--- src/design/lpdf_pkg.sv ---
`default_nettype none
package lpdf_pkg;

  localparam int unsigned LimitWidth = 17;
  localparam int unsigned LengthWidth = 16;
  localparam logic [LimitWidth-1:0] LimitMin = 17'd3;
  localparam logic [LimitWidth-1:0] LimitMax = 17'd131070;
  localparam logic [7:0] ProtoTcp = 8'd6;
  localparam logic [7:0] ProtoUdp = 8'd17;

  typedef enum logic [2:0] {
    PH_HDR_HI,
    PH_HDR_LO,
    PH_MARKER,
    PH_PAYLOAD,
    PH_SWALLOW
  } phase_t;

  // Clamp a written limit into the supported range.
  function automatic logic [LimitWidth-1:0] clamp_limit(input logic [LimitWidth-1:0] value);
    logic [LimitWidth-1:0] res;
    if (value < LimitMin) begin
      res = LimitMin;
    end else if (value > LimitMax) begin
      res = LimitMax;
    end else begin
      res = value;
    end
    return res;
  endfunction

endpackage
`default_nettype wire

--- src/design/lpdf_if.sv ---
`default_nettype none
interface lpdf_in_if;
  logic       valid;
  logic       ready;
  logic [7:0] data_byte;

  modport source (output valid, output data_byte, input ready);
  modport sink (input valid, input data_byte, output ready);
endinterface

interface lpdf_out_if;
  logic       valid;
  logic       ready;
  logic [7:0] payload_byte;
  logic       last;
  logic       is_tcp;

  modport source (output valid, output payload_byte, output last, output is_tcp, input ready);
  modport sink (input valid, input payload_byte, input last, input is_tcp, output ready);
endinterface

interface lpdf_cfg_if;
  logic        valid;
  logic        ready;
  logic [16:0] buffer_limit;

  modport source (output valid, output buffer_limit, input ready);
  modport sink (input valid, input buffer_limit, output ready);
endinterface
`default_nettype wire

--- src/design/length_prefixed_datagram_deframer.sv ---
// A payload byte is registered and appears on tx in the cycle after its request is accepted on rx.
// Throughput: one byte per cycle; rx is ready whenever the tx output register is empty
// or being drained in the same cycle, so the output register sets the pace.
// Header, marker and swallowed bytes are consumed with no result.
// Reset (rst, synchronous, active high): parser awaits a header high byte, session
// unopened and UDP, counters zero, buffer limit 131070. Config writes are always ready.
`default_nettype none
module length_prefixed_datagram_deframer (
  input  wire logic clk,
  input  wire logic rst,
  lpdf_in_if.sink   rx,
  lpdf_out_if.source tx,
  lpdf_cfg_if.sink  cfg
);

  lpdf_pkg::phase_t phase, phase_next;
  logic [7:0]                          length_high, length_high_next;
  logic [lpdf_pkg::LengthWidth-1:0]    frame_length, frame_length_next;
  logic [lpdf_pkg::LimitWidth-1:0]     bytes_counted, bytes_counted_next;
  logic                                session_open, session_open_next;
  logic                                session_tcp, session_tcp_next;
  logic [lpdf_pkg::LimitWidth-1:0]     limit;

  logic                                rx_fire;
  logic [lpdf_pkg::LengthWidth-1:0]    hdr_len;
  logic [lpdf_pkg::LimitWidth-1:0]     count_inc;
  logic                                frame_bad;
  logic                                payload_done;
  logic                                swallow_done;
  logic                                marker_ok;
  logic                                out_load;
  logic                                out_last_next;

  assign cfg.ready = 1'b1;
  assign rx.ready  = !tx.valid || tx.ready;
  assign rx_fire   = rx.valid && rx.ready;

  assign hdr_len      = {length_high, rx.data_byte};
  assign count_inc    = bytes_counted + 17'd1;
  assign frame_bad    = (hdr_len == '0) ||
                        ({1'b0, hdr_len} >= limit);
  assign payload_done = count_inc >= {1'b0, frame_length};
  // count + 1 >= limit + 1, with no wrap since count never passes the limit
  assign swallow_done = bytes_counted >= limit;
  assign marker_ok    = (rx.data_byte == lpdf_pkg::ProtoTcp) ||
                        (rx.data_byte == lpdf_pkg::ProtoUdp);

  // Next phase
  always_comb begin
    phase_next = phase;
    if (rx_fire) begin
      case (phase)
        lpdf_pkg::PH_HDR_HI: phase_next = lpdf_pkg::PH_HDR_LO;
        lpdf_pkg::PH_HDR_LO: begin
          if (!session_open && hdr_len == '0) begin
            phase_next = lpdf_pkg::PH_MARKER;
          end else if (frame_bad) begin
            phase_next = lpdf_pkg::PH_SWALLOW;
          end else begin
            phase_next = lpdf_pkg::PH_PAYLOAD;
          end
        end
        lpdf_pkg::PH_MARKER: phase_next = lpdf_pkg::PH_HDR_HI;
        lpdf_pkg::PH_PAYLOAD: begin
          if (payload_done) phase_next = lpdf_pkg::PH_HDR_HI;
        end
        lpdf_pkg::PH_SWALLOW: begin
          if (swallow_done) phase_next = lpdf_pkg::PH_HDR_HI;
        end
        default: phase_next = lpdf_pkg::PH_HDR_HI;
      endcase
    end
  end

  // Datapath and outputs
  always_comb begin
    length_high_next   = length_high;
    frame_length_next  = frame_length;
    bytes_counted_next = bytes_counted;
    session_open_next  = session_open;
    session_tcp_next   = session_tcp;
    out_load           = 1'b0;
    out_last_next      = 1'b0;
    if (rx_fire) begin
      case (phase)
        lpdf_pkg::PH_HDR_HI: length_high_next = rx.data_byte;
        lpdf_pkg::PH_HDR_LO: begin
          frame_length_next = hdr_len;
          if (session_open || hdr_len != '0) begin
            if (!session_open) begin
              session_open_next = 1'b1;
              session_tcp_next  = 1'b0;
            end
            bytes_counted_next = frame_bad ? 17'd2 : '0;
          end
        end
        lpdf_pkg::PH_MARKER: begin
          if (marker_ok) begin
            session_open_next = 1'b1;
            session_tcp_next  = (rx.data_byte == lpdf_pkg::ProtoTcp);
          end
        end
        lpdf_pkg::PH_PAYLOAD: begin
          out_load           = 1'b1;
          out_last_next      = payload_done;
          bytes_counted_next = payload_done ? '0 : count_inc;
        end
        lpdf_pkg::PH_SWALLOW: begin
          bytes_counted_next = swallow_done ? '0 : count_inc;
        end
        default: ;
      endcase
    end
  end

  always_ff @(posedge clk) begin
    if (rst) begin
      phase         <= lpdf_pkg::PH_HDR_HI;
      length_high   <= '0;
      frame_length  <= '0;
      bytes_counted <= '0;
      session_open  <= 1'b0;
      session_tcp   <= 1'b0;
      limit         <= lpdf_pkg::LimitMax;
      tx.valid      <= 1'b0;
    end else begin
      phase         <= phase_next;
      length_high   <= length_high_next;
      frame_length  <= frame_length_next;
      bytes_counted <= bytes_counted_next;
      session_open  <= session_open_next;
      session_tcp   <= session_tcp_next;
      if (cfg.valid) limit <= lpdf_pkg::clamp_limit(cfg.buffer_limit);
      if (out_load) begin
        tx.valid <= 1'b1;
      end else if (tx.ready) begin
        tx.valid <= 1'b0;
      end
    end
  end

  // Result register: hold until taken
  always_ff @(posedge clk) begin
    if (out_load) begin
      tx.payload_byte <= rx.data_byte;
      tx.last         <= out_last_next;
      tx.is_tcp       <= session_tcp;
    end
  end

  a_tcp_needs_open: assert property (@(posedge clk) disable iff (rst)
    session_tcp |-> session_open)
    else $error("TCP session flagged while unopened");

  a_payload_count: assert property (@(posedge clk) disable iff (rst)
    (phase == lpdf_pkg::PH_PAYLOAD) |-> (bytes_counted < {1'b0, frame_length}))
    else $error("payload count reached frame length");

  a_last_ends_frame: assert property (@(posedge clk) disable iff (rst)
    (out_load && out_last_next) |=> (phase == lpdf_pkg::PH_HDR_HI && tx.valid && tx.last))
    else $error("last byte did not return parser to header");

  a_limit_range: assert property (@(posedge clk) disable iff (rst)
    (limit >= lpdf_pkg::LimitMin) && (limit <= lpdf_pkg::LimitMax))
    else $error("buffer limit out of range");

endmodule
`default_nettype wire

--- src/flat_wrapper.sv ---
// flat-port wrapper written by rule: the top's interface ports become plain ports
module length_prefixed_datagram_deframer_flat 
  (clk, rst, rx_valid, rx_data_byte, rx_ready, tx_valid, tx_payload_byte, tx_last, tx_is_tcp, tx_ready, cfg_valid, cfg_buffer_limit, cfg_ready);
  lpdf_in_if rx_i ();
  lpdf_out_if tx_i ();
  lpdf_cfg_if cfg_i ();
  input  wire logic clk;
  input  wire logic rst;
  input wire logic [$bits(rx_i.valid)-1:0] rx_valid;
  input wire logic [$bits(rx_i.data_byte)-1:0] rx_data_byte;
  output wire logic [$bits(rx_i.ready)-1:0] rx_ready;
  output wire logic [$bits(tx_i.valid)-1:0] tx_valid;
  output wire logic [$bits(tx_i.payload_byte)-1:0] tx_payload_byte;
  output wire logic [$bits(tx_i.last)-1:0] tx_last;
  output wire logic [$bits(tx_i.is_tcp)-1:0] tx_is_tcp;
  input wire logic [$bits(tx_i.ready)-1:0] tx_ready;
  input wire logic [$bits(cfg_i.valid)-1:0] cfg_valid;
  input wire logic [$bits(cfg_i.buffer_limit)-1:0] cfg_buffer_limit;
  output wire logic [$bits(cfg_i.ready)-1:0] cfg_ready;
  assign rx_i.valid = rx_valid;
  assign rx_i.data_byte = rx_data_byte;
  assign rx_ready = rx_i.ready;
  assign tx_valid = tx_i.valid;
  assign tx_payload_byte = tx_i.payload_byte;
  assign tx_last = tx_i.last;
  assign tx_is_tcp = tx_i.is_tcp;
  assign tx_i.ready = tx_ready;
  assign cfg_i.valid = cfg_valid;
  assign cfg_i.buffer_limit = cfg_buffer_limit;
  assign cfg_ready = cfg_i.ready;
  length_prefixed_datagram_deframer u_core (.clk(clk), .rst(rst), .rx(rx_i), .tx(tx_i), .cfg(cfg_i));
endmodule
--- config.mk ---
export PLATFORM = sky130hd
export DESIGN_NAME = length_prefixed_datagram_deframer_flat
export DESIGN_NICKNAME = d
export VERILOG_FILES = /design/src/design/lpdf_pkg.sv /design/src/design/lpdf_if.sv /design/src/design/length_prefixed_datagram_deframer.sv /design/src/flat_wrapper.sv
export SDC_FILE = /design/constraint.sdc
export NUM_CORES = 1
export LEC_CHECK = 0
export BUFFER_PORTS_ARGS = -buffer_cell sky130_fd_sc_hd__buf_4
export CAP_MARGIN = 20
export CORE_UTILIZATION = 45
export CTS_CLUSTER_SIZE = 24
export DETAILED_ROUTE_END_ITERATION = 7
export SLEW_MARGIN = 20
export SYNTH_ARGS = -nofsm -noshare
export SYNTH_HDL_FRONTEND = slang
export SYNTH_SLANG_ARGS = --single-unit
--- constraint.sdc ---
create_clock -name clk -period 4.14 [get_ports clk]
set_clock_uncertainty 0.05 [all_clocks]
set_input_delay 0.828 -clock clk [delete_from_list [all_inputs] [get_ports clk]]
set_output_delay 0.828 -clock clk [all_outputs]
set_load 0.02 [all_outputs]
# After elaboration in Yosys (flattened, before gate mapping)

Index checks and enable logic that the tools add are counted.

Bits in registers: 74
Latch bits: 0
RAM bits: 0
Memory bits (read-only): 0
Bits of input ports: 30
Output and inout bits: 13
Word-level logic and storage cells: 72
Memories: 0

Add/subtract/negate cells: 1
Multiply operators: 0
Div/mod/pow operators: 0
$lt $le $gt $ge: 5
Eq/ne operators: 11
Shifts and indexed selects: 0
Multiplexer cells: 23
Bitwise gates (word level): 0
Reduce and logical (&&, ||, !) cells: 21

Operators with widths:

| cell                                                        | count |
|---|---|
| 2-to-1 mux 17 bit                                           | 5 |
| one-hot mux 17 bit (3 select lines)                         | 1 |
| adder 17 x 1 -> 17 bit, second input constant               | 1 |
| greater-or-equal comparator 16 x 17 -> 1 bit                | 1 |
| greater-or-equal comparator 17 x 16 -> 1 bit                | 1 |
| greater-or-equal comparator 17 bit                          | 1 |
| > comparator 17 bit, second input constant                  | 1 |
| less-than comparator 17 x 2 -> 1 bit, second input constant | 1 |
| zero test 16 bit                                            | 1 |
| nonzero test 16 bit                                         | 1 |
| 2-to-1 mux 3 bit                                            | 4 |
| one-hot mux 3 bit (4 select lines)                          | 1 |
| 2-to-1 mux 1 bit                                            | 9 |
| == test 8 x 3 -> 1 bit, second input constant               | 1 |
| == test 8 x 5 -> 1 bit, second input constant               | 1 |
| inequality test 2 x 1 -> 1 bit, second input constant       | 4 |
| == test 3 x 2 -> 1 bit, second input constant               | 2 |
| AND reduction 2 bit                                         | 3 |
| AND reduction 3 bit                                         | 2 |
| AND reduction 5 bit                                         | 1 |
| logical OR 1 bit                                            | 4 |
| one-hot mux 1 bit (2 select lines)                          | 2 |
| AND reduction 4 bit                                         | 1 |
| nonzero test 2 bit                                          | 2 |
| 8 further kinds                                             | 10 |

# Depth between registers and ports, before layout

Gate-level depths: netlist of run 1.

Depth in word-level cells: 5
Gate-level depth with buffers: 16
Mapped depth without buffers: 15

# Worst setup path after synthesis of run 1

OpenSTA, ideal clock, no wires.

Path type: reg-to-reg
Start: reg u_core.bytes_counted[3] (netlist name)
End: reg u_core.bytes_counted[1] (netlist name)
Arrival: 2,921 ps
Data required time: 3,959 ps
Path slack: 1,038 ps
Cell stages (with the launch flop): 17
Buffers on the path: 1
Period minus slack after synthesis: 3,102 ps
Cells stage by stage: dfxtp_1 nand3_1 nor3_1 nand3_1 nor3_1 nand2b_1 nand2_1 ha_1 nand3_1 nor2_1 o21ai_0 nand4_1 nor4_2 or2_1 buf_6 a211oi_2 nor3_2

Cells in the longest elaborated chain, start to end: 4
Elaborated cells on any way between the ends: 6

Ends and longest elaborated chain:

| element                                      | RTL line                                 | source |
|---|---|---|
| start, declared                              | length_prefixed_datagram_deframer.sv:19  | `logic [lpdf_pkg::LimitWidth-1:0] bytes_counted, bytes_counted_next;` |
| start signal, assigned                       | length_prefixed_datagram_deframer.sv:130 | `bytes_counted <= bytes_counted_next;` |
| adder 17 x 1 -> 17 bit                       | length_prefixed_datagram_deframer.sv:39  | `assign count_inc = bytes_counted + 17'd1;` |
| greater-or-equal comparator 17 x 16 -> 1 bit | length_prefixed_datagram_deframer.sv:42  | `assign payload_done = count_inc >= {1'b0, frame_length};` |
| 2-to-1 mux 17 bit                            | length_prefixed_datagram_deframer.sv:106 | `bytes_counted_next = payload_done ? '0 : count_inc;` |
| one-hot mux 17 bit (3 select lines) *        | length_prefixed_datagram_deframer.sv:85  | `case (phase)` |

Mark *: on every way between the ends. The rest lies on a longest branch, timed or not.
A chain may end at the register's enable or synchronous reset.

# Final worst setup path of run 1

Start: reg u_core.bytes_counted[3] (netlist name)
End: reg u_core.bytes_counted[16] (netlist name)

Same word-level chain as after synthesis.

==> summary.txt, run 1 <==
Floorplanning
  – Std-Cell Rows: 35
  – Die X: 100.2 um
  – Initial Util: 46.71%
  – Die ar.: 10030 sq um
  – Core area: 9284 sq um
  – Die H: 100.2 um
  – Num ports: 43

Clocking
  – Post_cts resized: 0
  – CTS tree: built
  – Post CTS Setup Buffer Count: 0
  – CTS Hold Bufs: 0
  – Clock transition at the registers of the reported paths: 0.09 ns
  – Clock sinks: 74
  – H-tree lvl count: 3
  – Max clock buf depth: 2
  – Clk_lat worst skew: 0.36 ns
  – Root Buffer Master: clkbuf_8
  – Cts bufs inserted: 9

Synth
  – Top FF cell, synth: dfxtp_1
  – Register bit total from synthesis: 74
  – Synth top area share: 29.54%
  – Syn Inst Count: 498
  – Area contributors post-synth: dfxtp_1 30%, ha_1 14%, edfxtp_1 6.9%
  – Yosys cell types: 63
  – Leading area contributor after synthesis: dfxtp_1
  – Cell area after synthesis: 4337 sq um
  – Count of flip-flops with a built-in enable after synthesis: 10
  – Synth Warn #: 0
  – Post-Syn Nets: 578
  – Sequential area share after synthesis: 36.47%
  – Async set or reset register ratio after synthesis: 0%
  – Avg Inst Size Synth: 8.708 sq um

Timing
  – Slew Limit Headroom: 30.25%
  – RSZ-0062 raised after global routing: false
  – Final setup fails: 0
  – Final Critical Period: 3.678 ns
  – Fmax: 271.9 MHz
  – Hold Fails Final Rpt: 0
  – TNS Setup: 0 ns
  – Fin crit share: 88.84%
  – Max Slew Vio Count: 0
  – Slew @ Worst Pin: 1.042 ns
  – WHS: 0.4004 ns

Critical path
  – Setup crit end kind: flip-flop
  – Cells on worst reg2reg path: 15
  – Worst Setup SP: u_core.bytes_counted[3]
  – R2r setup slk: 0.46 ns
  – Critical path peak fanout: 14
  – CP endpoint: u_core.bytes_counted[16]
  – Worst Path Arrival: 3.89 ns
  – Type of the worst setup path: reg2reg
  – Reg2Reg Launch Point: u_core.bytes_counted[3]
  – WP data required: 4.35 ns
  – Worst r2r dst: u_core.bytes_counted[16]
  – CP startpoint kind: flip-flop

Detailed routing
  – Antenna-violating nets left: 0
  – Routed length per placed instance: 16.86 um
  – Remaining DRCs: 0
  – DRT Wirelength: 11260 um
  – Via/cell ratio: 5.600
  – Initial detailed-routing violation count: 153
  – DR pass1 iterations: 6
  – Vias: 3741

Layout
  – Post-layout nets: 614
  – Most frequent cells in the layout: 69 x nand2_1, 64 x dfxtp_1, 50 x ha_1, 44 x a21oi_1, 42 x buf_4
  – # diodes: 0
  – Share of cells above drive strength 1: 14.47%
  – Post-Route Utilization: 53.15%
  – Area delta synth->final: 13.79%
  – Non-Filler Instances: 668
  – Commonest non-fill, non-tap cell in the layout: nand2_1

GRT
  – Largest net degree at the start of global routing: 48
  – Gr usage total: 24.28%
  – First-pass GRT wire length: 18170 um
  – Initial antenna violation count: 0
  – Grt ovf: 0
  – Number of global-route vias before repair: 3496

Power
  – Power Dens Cells: 321.1 nW/um^2
  – VDD IR max: 139.0 uV
  – Total power draw: 1.585 mW
  – Static Leak: 2.209 nW

Run status
  – Status: finished, final reports clean

Place
  – DP Wirelength: 8742 um
  – Inst Count DP: 652
  – Number of I/O port buffers: 41
  – Final Wtd Congestion: 0.8826

Flow run
  – Maxcap violations: 0

Min path
  – Hold Crit Class: reg2reg
## cells in the mapped netlist (3+ instances only)
| master | instances |
|---|---|
| mux2i_1 | 8 |
| nand2_1 | 69 |
| and2_1 | 3 |
| a211oi_1 | 3 |
| nor3b_1 | 3 |
| nand4_1 | 18 |
| dfxtp_1 | 64 |
| nor4_1 | 11 |
| o211ai_1 | 5 |
| a21oi_1 | 44 |
| a221o_1 | 10 |
| nor3_1 | 9 |
| nand3_1 | 10 |
| or2_2 | 3 |
| and3_4 | 4 |
| nand2b_1 | 7 |
| inv_1 | 39 |
| nor2_1 | 33 |
| o21ai_0 | 12 |
| edfxtp_1 | 10 |
| clkbuf_1 | 11 |
| ha_1 | 50 |
| a21o_1 | 13 |
| a32o_1 | 3 |
| nand3b_1 | 3 |
| xnor2_1 | 6 |
## how the worst min path moves through the flow
stage | startpoint | endpoint | slack, ns | cells after the start
after floorplan | u_core.session_tcp | u_core.tx.is_tcp | 0.36 | 0
after global placement | u_core.session_tcp | u_core.tx.is_tcp | 0.37 | 0
after detailed placement | u_core.session_tcp | u_core.tx.is_tcp | 0.38 | 0
after CTS | u_core.session_tcp | u_core.tx.is_tcp | 0.40 | 0
after global routing | u_core.session_tcp | u_core.tx.is_tcp | 0.42 | 0
final | u_core.session_tcp | u_core.tx.is_tcp | 0.40 | 0
## cells by family (layout without fill, tap and decap cells)
| logic type | count (synthesis) | count (layout) | share of synthesized area (%) |
|---|---|---|---|
| AO/OA/AOI/OAI | 114 | 114 | 18.23 |
| XOR/XNOR | 9 | 9 | 1.991 |
| adder cells (fa/ha/maj) | 50 | 50 | 14.43 |
| buffers and inverters | 57 | 98 | 5.481 |
| flip-flops | 74 | 74 | 36.47 |
| multiplexers | 8 | 8 | 1.847 |
| other | 1 | 1 | 0.08647 |
| AND/OR/NAND/NOR | 185 | 185 | 21.47 |
## through the flow
stage | cell area (sq um) | setup WS, ns
4_1_cts | 4935 | 0.4803
3_3_place_gp | 4726 | 0.5931
6_report | 4935 | 0.4622
5_1_grt | 4935 | 0.02649
2_1_floorplan | 4337 | 1.038
3_5_place_dp | 4726 | 0.5147
## metal layers
layer / vias up / wire [um] / GRT usage, %
met5: - / 0 / 0
met4: 0 / 307 / 9.922
met3: 23 / 351 / 3.064
met2: 84 / 5424 / 41.15
met1: 1764 / 5180 / 31.31
li1: 1870 / - / -
## cell type report
class / instances / area (sq um)
tap: 129 / 161.4
clock inverter: 7 / 85.08
fill: 919 / 4349
sequential: 74 / 1582
multi-input combinational: 367 / 2517
timing repair buffer: 42 / 315.3
inverter: 40 / 150.1
clock buffer: 9 / 123.9
## report_power, final
| part | internal, mW | switching, mW |
|---|---|---|
| Combinational | 0.0817 | 0.121 |
| Clock | 0.291 | 0.314 |
| Sequential | 0.752 | 0.0242 |
## sequential cells by signal (all words and copies together), names as in the netlist
name and count:
u_core.bytes_counted 17, u_core.limit 17, u_core.frame_length 16, u_core.length_high 8, u_core.tx.payload_byte 8, u_core.phase 3
u_core.session_open 1, u_core.session_tcp 1, u_core.tx.is_tcp 1, u_core.tx.last 1, u_core.tx.valid 1
## worst max-delay path: stages, from the launching register on
cell and delay (ns):
dfxtp_1 0.45, nand3_1 0.16, nor3_1 0.47, nand3_1 0.23, nor3_1 0.26, nand2b_1 0.15
nand2_1 0.06, ha_1 0.29, nand3_1 0.10, nor2_1 0.16, o21ai_0 0.11, nand4_1 0.13
nor4_2 0.08, o21ai_2 0.56, o21bai_1 0.12, a21o_1 0.19
No activity file was read; power rests on OpenSTA's default activity.
==> run 2, diff against run 1 <==
- CORE_UTILIZATION: 45 -> 59
- PLACE_DENSITY: unset -> 0.8
==> run 2 against run 1 <==
Worst hold slack worse by 0.0082 ns. Via count up 4.3%. Sequential cell count unchanged. Utilization up 18 points. Global-route usage up 7.6 points. Clock power about the same. First-iteration DRC count up 110%. Worst setup slack worse by 0.087 ns. Total power up 0.24%. Final area down 0.41%. Largest cell class unchanged. Critical path depth unchanged.
==> summary.txt, run 2 (synthesized netlist as in run 1, its figures left out) <==
Layout
  – Post-layout nets: 615
  – Finished Cell Area: 4915 sq um
  – Share of cells above drive strength 1: 14.81%
  – Top flop regs: u_core.bytes_counted (17), u_core.limit (17), u_core.frame_length (16)
  – Most frequent cells in the layout: 69 x nand2_1, 64 x dfxtp_1, 50 x ha_1, 44 x a21oi_1, 43 x buf_4
  – Area delta synth->final: 13.33%
  – Post-Route Utilization: 70.77%
  – Commonest non-fill, non-tap cell in the layout: nand2_1
  – # diodes: 0

Timing
  – Final setup fails: 0
  – Slew @ Worst Pin: 0.9886 ns
  – Max Slew Vio Count: 0
  – Final Critical Period: 3.764 ns
  – Fin crit share: 90.93%
  – WHS: 0.3922 ns
  – RSZ-0062 raised after global routing: false
  – Hold Fails Final Rpt: 0
  – Slew Limit Headroom: 33.85%
  – TNS Setup: 0 ns
  – Fmax: 265.7 MHz

Power
  – Seq pwr share: 48.9%
  – Clock power share: 38.2%
  – Switching portion of total power: 29.11%
  – Switch Pwr: 0.4623 mW
  – Internal Pwr Total: 1.126 mW
  – Logic pwr share: 12.9%
  – VDD IR max: 166.3 uV
  – Static Leak: 2.212 nW
  – Power Dens Cells: 323.2 nW/um^2

Floorplanning
  – Die ar.: 7697 sq um
  – Initial Util: 62.45%
  – Num ports: 43
  – Die X: 87.74 um
  – Die H: 87.74 um
  – Std-Cell Rows: 30
  – Core area: 6944 sq um

Critical path
  – Critical path depth: 15
  – Type of the worst setup path: reg2reg
  – CP max stage cell: dfxtp_1
  – Delay-heaviest family, CP: simple AND/OR/NAND/NOR gates
  – Critical path's largest stage delay: 0.49 ns
  – Crit path cell chain: nand3_1, nor3_2, nand3_1, nor3_1, nand2b_1, nand2_1, ha_1, nand3_1, nor2_1, o21ai_0, nand4_1, nor4_2, or2_1, a211oi_2, nor3_2
  – WP data required: 4.39 ns
  – Crit path top cell by count: nand3_1
  – Critical path peak fanout: 8
  – Buf/Inv on CP: 0
  – CP startpoint kind: flip-flop
  – Cells on worst reg2reg path: 15
  – Setup crit end kind: flip-flop
  – R2r setup slk: 0.38 ns
  – Worst Path Arrival: 4.02 ns

Clocking
  – Max clock buf depth: 2
  – CTS tree: built
  – H-tree lvl count: 3
  – Post CTS Setup Buffer Count: 0
  – Clock transition at the registers of the reported paths: 0.09 ns
  – Clock sinks: 74
  – Clk_lat worst skew: 0.38 ns
  – Cts bufs inserted: 9
  – Root Buffer Master: clkbuf_8

Run status
  – Status: finished, final reports clean

Detailed routing
  – DRT Wirelength: 11220 um
  – Vias: 3903
  – Via/cell ratio: 6.137
  – DR pass1 iterations: 6
  – Remaining DRCs: 0
  – Initial detailed-routing violation count: 321
  – Routed length per placed instance: 17.65 um
  – Antenna-violating nets left: 0

GRT
  – First-pass GRT wire length: 18360 um
  – GR Layer Usage met3: 8.011%
  – Largest net degree at the start of global routing: 47
  – GRT met1 Usage: 38.03%
  – Busiest layer in global routing: met2
  – Met2 usage in global routing: 52.43%
  – Number of global-route vias before repair: 3836
  – Gr usage total: 31.89%
  – Initial antenna violation count: 0
  – Grt ovf: 0

Flow run
  – Maxcap violations: 0

Min path
  – Hold path cells: 0
  – Hold Crit Class: reg2reg

Place
  – Number of I/O port buffers: 41
  – Placed Area: 4692 sq um
  – Final Wtd Congestion: 0.8656
  – DP Wirelength: 8622 um
[run 2: worst paths after layout]
kind | from | endpoint
min reg2reg | u_core.session_tcp | u_core.tx.is_tcp
max reg2reg | u_core.bytes_counted[2] | u_core.bytes_counted[1]
max | u_core.bytes_counted[2] | u_core.bytes_counted[1]
min | u_core.session_tcp | u_core.tx.is_tcp
[run 2: metal layers]
| metal | share of wire, % | wire (um) |
|---|---|---|
| met5 | 0 | 0 |
| met4 | 5.1 | 568 |
| met3 | 7.2 | 808 |
| met2 | 47 | 5248 |
| met1 | 41 | 4597 |
[run 2: what timing repair did]
item / CTS / global route
hold buffers: 0 / 0
resized for setup: 0 / 2
setup endpoints to repair: 0 / 12
[run 2: stage by stage]
stage          power [mW]  std cells  worst slack [ns]
2_1_floorplan      0.9172        498             1.038
3_3_place_gp       0.9845        620            0.6492
3_5_place_dp       0.9940        620            0.3474
4_1_cts             1.586        636            0.3071
5_1_grt             1.652        636            0.1260
6_report            1.588        636            0.3756
[run 2: power groups by stage]
| stage | clock network (mW) | logic (mW) | registers [mW] |
|---|---|---|---|
| after global routing | 0.644 | 0.229 | 0.779 |
| after detailed placement | 0 | 0.202 | 0.792 |
| after floorplan | 0 | 0.134 | 0.783 |
| final | 0.607 | 0.205 | 0.776 |
| after global placement | 0 | 0.193 | 0.792 |
| after CTS | 0.608 | 0.203 | 0.775 |
[run 2: area by class of cell]
| type | count | area, sq um |
|---|---|---|
| flip-flops and latches | 74 | 1582 |
| fillers | 576 | 2029 |
| clock inverters | 7 | 86.33 |
| well taps | 96 | 120.1 |
| multi-input cells | 367 | 2530 |
| repair buffers | 43 | 322.8 |
| clock buffers | 9 | 123.9 |
| inverters | 40 | 150.1 |
[run 2: worst reg2reg max path: cells and delay by family (launching register included)]
family	cells	cell delay [ns]
compound gates	2	0.21
fa+ha+maj	1	0.29
simple gates	12	2.66
flops	1	0.49
